[config.mk]
export PLATFORM = sky130hd
export DESIGN_NAME = integer_iir_filter_unit
export DESIGN_NICKNAME = d
export VERILOG_FILES = /design/src/iirf_pkg.sv /design/src/iirf_div.sv /design/src/integer_iir_filter_unit.sv
export VERILOG_INCLUDE_DIRS = /design/src /design/src/src
export SDC_FILE = /design/constraint.sdc
export NUM_CORES = 1
export LEC_CHECK = 0
export BUFFER_PORTS_ARGS = -buffer_cell sky130_fd_sc_hd__buf_2
export CORE_AREA = 2 2 212 297
export CTS_CLUSTER_SIZE = 24
export DETAILED_ROUTE_END_ITERATION = 8
export DIE_AREA = 0 0 214 299
export HOLD_SLACK_MARGIN = 0.02
export SLEW_MARGIN = 10
export SYNTH_ARGS = -nofsm -noshare
export SYNTH_HDL_FRONTEND = slang
export SYNTH_SLANG_ARGS = --single-unit
[constraint.sdc]
create_clock -name clk -period 15.34 [get_ports clk]
set_input_delay 1.534 -clock clk [delete_from_list [all_inputs] [get_ports clk]]
set_output_delay 1.534 -clock clk [all_outputs]
set_load 0.005 [all_outputs]
[src/integer_iir_filter_unit_defines.svh]
// Assertion macros shared by the filter modules.
// Each macro expects signals named clk and arst_n in the module that uses it.
`ifndef INTEGER_IIR_FILTER_UNIT_DEFINES_SVH
`define INTEGER_IIR_FILTER_UNIT_DEFINES_SVH

`define IIRF_IMPL(label, ante, cons, msg) \
label: assert property (@(posedge clk) disable iff (!arst_n) (ante) |-> (cons)) \
	else $error(msg);

`define IIRF_NEXT(label, ante, cons, msg) \
label: assert property (@(posedge clk) disable iff (!arst_n) (ante) |=> (cons)) \
	else $error(msg);

`endif

[src/iirf_pkg.sv]
`default_nettype none

package iirf_pkg;

	localparam int DATA_W    = 16;
	localparam int A0_W      = 15;
	localparam int DIGIT_W   = 2;
	localparam int MAC_STEPS = DATA_W / DIGIT_W;
	localparam int DIV_STEPS = DATA_W;
	localparam int REG_TAPS  = 4;
	localparam int ADDR_W    = 5;
	localparam int IDX_W     = 3;

	typedef logic signed [DATA_W-1:0] sample_t;
	typedef logic [DATA_W-1:0]        word_t;
	typedef logic [A0_W-1:0]          div_t;
	typedef logic [IDX_W-1:0]         reg_idx_t;

	localparam reg_idx_t REG_B0 = 3'd0;
	localparam reg_idx_t REG_B1 = 3'd1;
	localparam reg_idx_t REG_B2 = 3'd2;
	localparam reg_idx_t REG_B3 = 3'd3;
	localparam reg_idx_t REG_A0 = 3'd4;
	localparam reg_idx_t REG_A1 = 3'd5;
	localparam reg_idx_t REG_A2 = 3'd6;
	localparam reg_idx_t REG_A3 = 3'd7;

	// Product of a coefficient and one two-bit digit, modulo 2^16.
	function automatic word_t mul_digit(input word_t coef, input logic [DIGIT_W-1:0] dig);
		word_t prod;
		begin
			prod = dig[0] ? coef : '0;
			if (dig[1]) begin
				prod = prod + {coef[DATA_W-2:0], 1'b0};
			end
			return prod;
		end
	endfunction

endpackage

`default_nettype wire

[src/iirf_div.sv]
`default_nettype none

`include "integer_iir_filter_unit_defines.svh"

module iirf_div (
	input  wire logic             clk,
	input  wire logic             arst_n,
	input  wire logic             start,
	input  wire iirf_pkg::word_t  acc,
	input  wire iirf_pkg::div_t   coef_a0,
	output logic                  done,
	output iirf_pkg::word_t       quotient
);

	localparam int CNT_W = $clog2(iirf_pkg::DIV_STEPS);
	localparam int W     = iirf_pkg::DATA_W;
	localparam int DW    = iirf_pkg::A0_W;

	logic             busy_q;
	logic [CNT_W-1:0] cnt_q;
	logic             neg_q;
	iirf_pkg::word_t  dq_q;
	logic [DW-1:0]    rem_q;

	logic [W:0]       num;
	iirf_pkg::word_t  mag;
	logic [DW-1:0]    divisor;
	logic [W-1:0]     rshift;
	logic [W-1:0]     rdiff;
	logic             ge;

	// The numerator adds half the divisor before the quotient is truncated toward zero.
	assign num     = {acc[W-1], acc} + {2'b00, coef_a0[DW-1:1]};
	assign mag     = num[W] ? W'(-num) : num[W-1:0];
	assign divisor = (coef_a0 == '0) ? DW'(1) : coef_a0;
	assign rshift  = {rem_q, dq_q[W-1]};
	assign rdiff   = rshift - {1'b0, divisor};
	assign ge      = rshift >= {1'b0, divisor};

	always_ff @(posedge clk or negedge arst_n) begin
		if (!arst_n) begin
			busy_q <= 1'b0;
			cnt_q  <= '0;
		end else if (start) begin
			busy_q <= 1'b1;
			cnt_q  <= '0;
		end else if (busy_q) begin
			cnt_q <= cnt_q + 1'b1;
			if (done) begin
				busy_q <= 1'b0;
			end
		end
	end

	always_ff @(posedge clk) begin
		if (start) begin
			neg_q <= num[W];
			dq_q  <= mag;
			rem_q <= '0;
		end else if (busy_q) begin
			rem_q <= ge ? rdiff[DW-1:0] : rshift[DW-1:0];
			dq_q  <= {dq_q[W-2:0], ge};
		end
	end

	assign done     = busy_q && (cnt_q == CNT_W'(iirf_pkg::DIV_STEPS - 1));
	assign quotient = neg_q ? W'(-dq_q) : dq_q;

	`IIRF_NEXT(a_start_busy, start, busy_q, "Divider did not start.")
	`IIRF_IMPL(a_start_idle, start, !busy_q, "Divider restarted while busy.")
	`IIRF_NEXT(a_done_idle, done, !busy_q, "Divider stayed busy after its last step.")

endmodule

`default_nettype wire

[src/integer_iir_filter_unit.sv]
// Integer IIR filter, direct form I, four feedforward and three feedback taps.
// Input channel: sample_in and restart, with in_valid and in_stall. A beat is
// taken when in_valid is high and in_stall is low. A set restart clears both
// sample histories before the beat is used.
// Output channel: sample_out with out_valid and out_stall, one beat per input.
// Coefficients are written over the APB port; the user must do so only while
// the filter is idle, as the block itself does not enforce it. Each beat runs
// through the MAC, START, DIV and DONE states in order: two-bit digit
// multiply-accumulate over all taps at once, the start of the divider,
// bit-serial restoring division by coef_a0, and the load of the output
// register. A new input is taken only once the beat has returned to idle.
// The output register lets the next input be taken while a result waits.
// If the receiver stalls, the finished result holds in its final cycle until
// the output register is free, and no further input is taken.
// Reset clears the histories, sets coef_b0 and coef_a0 to one and the other
// coefficients to zero, and empties the output register.
`default_nettype none

`include "integer_iir_filter_unit_defines.svh"

module integer_iir_filter_unit #(
	parameter int TAPS = 4
) (
	input  wire logic                         clk,
	input  wire logic                         arst_n,
	input  wire logic                         in_valid,
	output logic                              in_stall,
	input  wire logic signed [15:0]           sample_in,
	input  wire logic                         restart,
	output logic                              out_valid,
	input  wire logic                         out_stall,
	output logic signed [15:0]                sample_out,
	input  wire logic                         psel,
	input  wire logic                         penable,
	input  wire logic                         pwrite,
	input  wire logic [iirf_pkg::ADDR_W-1:0]  paddr,
	input  wire logic [31:0]                  pwdata,
	output logic [31:0]                       prdata,
	output logic                              pready
);

	localparam int W      = iirf_pkg::DATA_W;
	localparam int DG     = iirf_pkg::DIGIT_W;
	localparam int NT     = (TAPS < iirf_pkg::REG_TAPS) ? TAPS : iirf_pkg::REG_TAPS;
	localparam int HIST   = NT - 1;
	localparam int HIST_D = (HIST > 0) ? HIST : 1;
	localparam int CNT_W  = $clog2(iirf_pkg::MAC_STEPS);

	localparam logic [2:0] ST_IDLE  = 3'd0;
	localparam logic [2:0] ST_MAC   = 3'd1;
	localparam logic [2:0] ST_START = 3'd2;
	localparam logic [2:0] ST_DIV   = 3'd3;
	localparam logic [2:0] ST_DONE  = 3'd4;

	iirf_pkg::word_t  coef_b_q [0:3];
	iirf_pkg::word_t  coef_a_q [0:2];
	iirf_pkg::div_t   coef_a0_q;

	iirf_pkg::word_t  x_q;
	iirf_pkg::word_t  xh_q [0:HIST_D-1];
	iirf_pkg::word_t  yh_q [0:HIST_D-1];
	iirf_pkg::word_t  acc_q;
	logic [CNT_W-1:0] cnt_q;
	logic [2:0]       state_q;
	logic             out_valid_q;
	iirf_pkg::word_t  out_q;

	logic               in_take;
	logic               out_free;
	logic               cfg_wr;
	iirf_pkg::reg_idx_t cfg_idx;
	iirf_pkg::word_t    digit_sum;
	logic               div_start;
	logic               div_done;
	iirf_pkg::word_t    quotient;

	assign in_stall = (state_q != ST_IDLE);
	assign in_take  = in_valid && !in_stall;
	assign out_free = !out_valid_q || !out_stall;
	assign cfg_wr   = psel && penable && pwrite && pready;
	assign cfg_idx  = paddr[iirf_pkg::ADDR_W-1:2];
	assign pready   = 1'b1;

	always_ff @(posedge clk or negedge arst_n) begin
		if (!arst_n) begin
			coef_b_q[0] <= 16'd1;
			coef_b_q[1] <= '0;
			coef_b_q[2] <= '0;
			coef_b_q[3] <= '0;
			coef_a_q[0] <= '0;
			coef_a_q[1] <= '0;
			coef_a_q[2] <= '0;
			coef_a0_q   <= 15'd1;
		end else if (cfg_wr) begin
			unique case (cfg_idx)
				iirf_pkg::REG_B0: coef_b_q[0] <= pwdata[W-1:0];
				iirf_pkg::REG_B1: coef_b_q[1] <= pwdata[W-1:0];
				iirf_pkg::REG_B2: coef_b_q[2] <= pwdata[W-1:0];
				iirf_pkg::REG_B3: coef_b_q[3] <= pwdata[W-1:0];
				iirf_pkg::REG_A0: coef_a0_q   <= pwdata[iirf_pkg::A0_W-1:0];
				iirf_pkg::REG_A1: coef_a_q[0] <= pwdata[W-1:0];
				iirf_pkg::REG_A2: coef_a_q[1] <= pwdata[W-1:0];
				iirf_pkg::REG_A3: coef_a_q[2] <= pwdata[W-1:0];
				default: ;
			endcase
		end
	end

	always_comb begin
		unique case (cfg_idx)
			iirf_pkg::REG_B0: prdata = {{16{coef_b_q[0][W-1]}}, coef_b_q[0]};
			iirf_pkg::REG_B1: prdata = {{16{coef_b_q[1][W-1]}}, coef_b_q[1]};
			iirf_pkg::REG_B2: prdata = {{16{coef_b_q[2][W-1]}}, coef_b_q[2]};
			iirf_pkg::REG_B3: prdata = {{16{coef_b_q[3][W-1]}}, coef_b_q[3]};
			iirf_pkg::REG_A0: prdata = {17'd0, coef_a0_q};
			iirf_pkg::REG_A1: prdata = {{16{coef_a_q[0][W-1]}}, coef_a_q[0]};
			iirf_pkg::REG_A2: prdata = {{16{coef_a_q[1][W-1]}}, coef_a_q[1]};
			iirf_pkg::REG_A3: prdata = {{16{coef_a_q[2][W-1]}}, coef_a_q[2]};
			default:          prdata = '0;
		endcase
	end

	// Top digit of every operand, all taps summed in one step of the Horner form.
	always_comb begin
		digit_sum = iirf_pkg::mul_digit(coef_b_q[0], x_q[W-1:W-DG]);
		for (int j = 0; j < HIST_D; j++) begin
			if (j < HIST) begin
				digit_sum = digit_sum
					+ iirf_pkg::mul_digit(coef_b_q[j+1], xh_q[j][W-1:W-DG])
					- iirf_pkg::mul_digit(coef_a_q[j], yh_q[j][W-1:W-DG]);
			end
		end
	end

	always_ff @(posedge clk or negedge arst_n) begin
		if (!arst_n) begin
			state_q     <= ST_IDLE;
			cnt_q       <= '0;
			out_valid_q <= 1'b0;
			for (int j = 0; j < HIST_D; j++) begin
				xh_q[j] <= '0;
				yh_q[j] <= '0;
			end
		end else begin
			if (state_q == ST_DONE && out_free) begin
				out_valid_q <= 1'b1;
			end else if (out_valid_q && !out_stall) begin
				out_valid_q <= 1'b0;
			end
			unique case (state_q)
				ST_IDLE: begin
					if (in_take) begin
						state_q <= ST_MAC;
						cnt_q   <= '0;
						if (restart) begin
							for (int j = 0; j < HIST_D; j++) begin
								xh_q[j] <= '0;
								yh_q[j] <= '0;
							end
						end
					end
				end
				ST_MAC: begin
					cnt_q <= cnt_q + 1'b1;
					for (int j = 0; j < HIST_D; j++) begin
						xh_q[j] <= {xh_q[j][W-DG-1:0], xh_q[j][W-1:W-DG]};
						yh_q[j] <= {yh_q[j][W-DG-1:0], yh_q[j][W-1:W-DG]};
					end
					if (cnt_q == CNT_W'(iirf_pkg::MAC_STEPS - 1)) begin
						state_q <= ST_START;
					end
				end
				ST_START: begin
					state_q <= ST_DIV;
				end
				ST_DIV: begin
					if (div_done) begin
						state_q <= ST_DONE;
					end
				end
				ST_DONE: begin
					if (out_free) begin
						state_q     <= ST_IDLE;
						xh_q[0]     <= x_q;
						yh_q[0]     <= quotient;
						for (int j = 1; j < HIST_D; j++) begin
							xh_q[j] <= xh_q[j-1];
							yh_q[j] <= yh_q[j-1];
						end
					end
				end
				default: begin
					state_q <= ST_IDLE;
				end
			endcase
		end
	end

	always_ff @(posedge clk) begin
		if (in_take) begin
			x_q   <= sample_in;
			acc_q <= '0;
		end else if (state_q == ST_MAC) begin
			x_q   <= {x_q[W-DG-1:0], x_q[W-1:W-DG]};
			acc_q <= {acc_q[W-DG-1:0], {DG{1'b0}}} + digit_sum;
		end
		if (state_q == ST_DONE && out_free) begin
			out_q <= quotient;
		end
	end

	assign div_start = (state_q == ST_START);

	iirf_div u_div (
		.clk      (clk),
		.arst_n   (arst_n),
		.start    (div_start),
		.acc      (acc_q),
		.coef_a0  (coef_a0_q),
		.done     (div_done),
		.quotient (quotient)
	);

	assign out_valid  = out_valid_q;
	assign sample_out = out_q;

	`IIRF_NEXT(a_take_starts, in_take, state_q == ST_MAC, "Accepted beat did not start work.")
	`IIRF_IMPL(a_done_in_div, div_done, state_q == ST_DIV, "Divider finished outside its phase.")
	`IIRF_NEXT(a_done_emits, state_q == ST_DONE && out_free,
		out_valid_q && state_q == ST_IDLE, "Finished result was not loaded.")

endmodule

`default_nettype wire
==> impl_metrics.yaml <==
placement:
  dpl.hpwl_um: 54100
  globalplace.congestion: 0.924
  place_ws_ps: 7460
  place_inst: 3435
  numPortBuffers: 92
  post_dp_cell_area_sq_mm: 0.0254
sta:
  setup_viol: 0
  worstMarginPinSlew_ps: 1140
  relSlewSlack_pct: 24.2
  max_freq_ghz: 0.125
  fin_crit_sh_pct: 52.0
  final_hold_viol_count: 0
  slew_viol_final: 0
  setup_slack_ps: 7370
  fin_tns_setup_ps: 0
  period_needed_ps: 7970
  rsz0062_at_grt: "false"
  worst_clock_skew_ps: 32.3
synthesis:
  synth_edf_count: 49
  synth.distinct_cells: 78
  ys_ff_latch: 315
  synthFlopType: "dfrtp_1"
  ys_warn_count: 0
  synth-async-reset-ratio_pct: 74.6
  synth_nets: 2922
  syn_area_sq_mm: 0.0242
  avgSynthCellArea_sq_um: 9.25
  syn_inst: 2619
  ys_seq_area_share_pct: 32.9
critical_path:
  cpPeakStageDelay_ps: 540
  required_ps: 15860
  startpoint_type: "register"
  critPathCaptureType: "register"
  crit_buf_inv: 1
  critical_path.top_delay_family: "compound AO/OA/AOI/OAI gates"
  cp.arrival_ps: 8480
  cpMostUsedCell: "xnor2_1"
  cp_max_fo: 21
  crit_type: "reg2reg"
  crit_slowest_cell: "fa_1"
detailed_routing:
  vias: 19500
  drt-pass1-iter-count: 8
  post_drt_wl_per_cell_um: 20.2
  drt_iter0_markers: 1209
  drc: 0
  vias_per_cell: 5.58
  antenna_left: 0
  totalWireLength_um: 70900
cts:
  root_buffer: "clkbuf_16"
  clk_latency_ps: 580
  cts_tree: "done"
  clk_pin_slew_worst_paths_ps: 60
  cts-resized-gates: 0
  clkSinkCount: 315
  clockBufferDepth: 3
  cts_buffers: 36
  htreeDepth: 2
  holdBufCountCts: 0
  post_cts_buffers: 0
global_route:
  grt_pass1_vias: 20100
  antenna_found_initial: 3
  grt_max_degree: 115
  grt_first_pass_wirelength_um: 112000
  track_usage_pct: 22.1
  gr-total-overflow: 0
finish:
  syn_to_final_growth_pct: 10.3
  mostFrequentLayoutCell: "nor2_1"
  final_cell_mix: "245 x nor2_1, 233 x dfrtp_1, 204 x nand2_1"
  drive_above_1_share_pct: 13.4
  final_cell_area_sq_mm: 0.0267
  nNetsFinal: 2951
  final_cells: 3502
floorplanning:
  fp-row-count: 108
  die-area_sq_mm: 0.0640
  dieHeight_um: 299
  initial_utilization_pct: 39.4
  io_pins: 112
  die-width_um: 214
  core_sq_mm: 0.0615
run:
  drv_cap: 0
outcome:
  status: "finished, final reports clean"
worst_hold_path:
  hold_path.class: "reg2reg"
==> cells by family (layout without fill, tap and decap cells) <==
group / after synthesis / count (layout) / synth area share [%]
AO/OA/AOI/OAI: 665 / 665 / 17.7
XOR/XNOR: 148 / 148 / 5.46
adder cells (fa/ha/maj): 242 / 242 / 15.4
buffers and inverters: 337 / 394 / 5.49
flip-flops: 315 / 315 / 32.9
multiplexers: 224 / 224 / 10.2
other: 1 / 2 / 0.0155
AND/OR/NAND/NOR: 687 / 687 / 12.9
==> area by class of cell <==
| class | instances | area [sq um] |
|---|---|---|
| Antenna cell | 1 | 2.50 |
| Tap cell | 825 | 1030 |
| Timing Repair Buffer | 126 | 726 |
| Multi-Input combinational cell | 1967 | 15000 |
| Clock buffer | 45 | 985 |
| Fill cell | 5978 | 34700 |
| Inverter | 202 | 758 |
| Sequential cell | 315 | 7980 |
| Clock inverter | 21 | 300 |
==> final timing paths <==
kind / startpoint / to / slack (ps) / depth (start not counted)
min: acc_q[15] / acc_q[15] / 490 / 2
max in group asynchronous: arst_n / coef_a0_q[3] / 11950 / 3
min in group asynchronous: arst_n / xh_q[38] / 1010 / 1
max: yh_q[30] / acc_q[15] / 7370 / 29
min reg2reg: acc_q[15] / acc_q[15] / 490 / 2
max reg2reg: yh_q[30] / acc_q[15] / 7370 / 29
==> per-stage QoR <==
| step | hold WS (ps) | util [%] |
|---|---|---|
| finish | 486 | 43.5 |
| global route | 516 | 43.5 |
| CTS | 489 | 43.5 |
| detailed placement | 479 | 41.4 |
| global placement | 484 | 41.4 |
| floorplan | 451 | - |
==> state kept, by name (all words and copies together) (netlist names) <==
register,cells
u_div.cnt_q,4
u_div.dq_q,16
state_q,3
out_valid,1
u_div.busy_q,1
xh_q,48
x_q,16
coef_b_q,64
yh_q,48
sample_out,16
coef_a0_q,15
u_div.neg_q,1
u_div.rem_q,15
cnt_q,3
coef_a_q,48
acc_q,16
==> layer usage <==
layer  part of all wire [%]  GRT usage (%)  up-vias
met2                     52           40.8      505
met3                    3.7           2.36      170
met1                     40           25.8     9621
li1                       -              -     9246
met5                      0              0        -
met4                    4.4           9.76        0
==> tightest hold or removal path: cells and delay by family, from the launching register on <==
family,cells,cell delay (ps)
flops,1,330
compound gates,1,50
simple gates,1,60
==> cells in the mapped netlist, types with 49 or more instances <==
cell	instances	share of area (%)
a21oi_1	195	4.0
a22oi_1	101	3.1
and2_1	96	2.5
clkbuf_1	96	1.5
dfrtp_1	233	24
edfxtp_1	49	6.1
fa_1	94	7.8
ha_1	148	7.6
inv_1	199	3.1
mux2_2	146	6.8
mux2i_1	74	3.1
nand2_1	204	3.2
nor2_1	247	3.8
o21ai_0	80	1.7
o21ai_1	53	1.1
xnor2_1	99	3.6
Power is not shown: default switching activity piles up to over one toggle a cycle in this logic, so the estimate is an artifact.
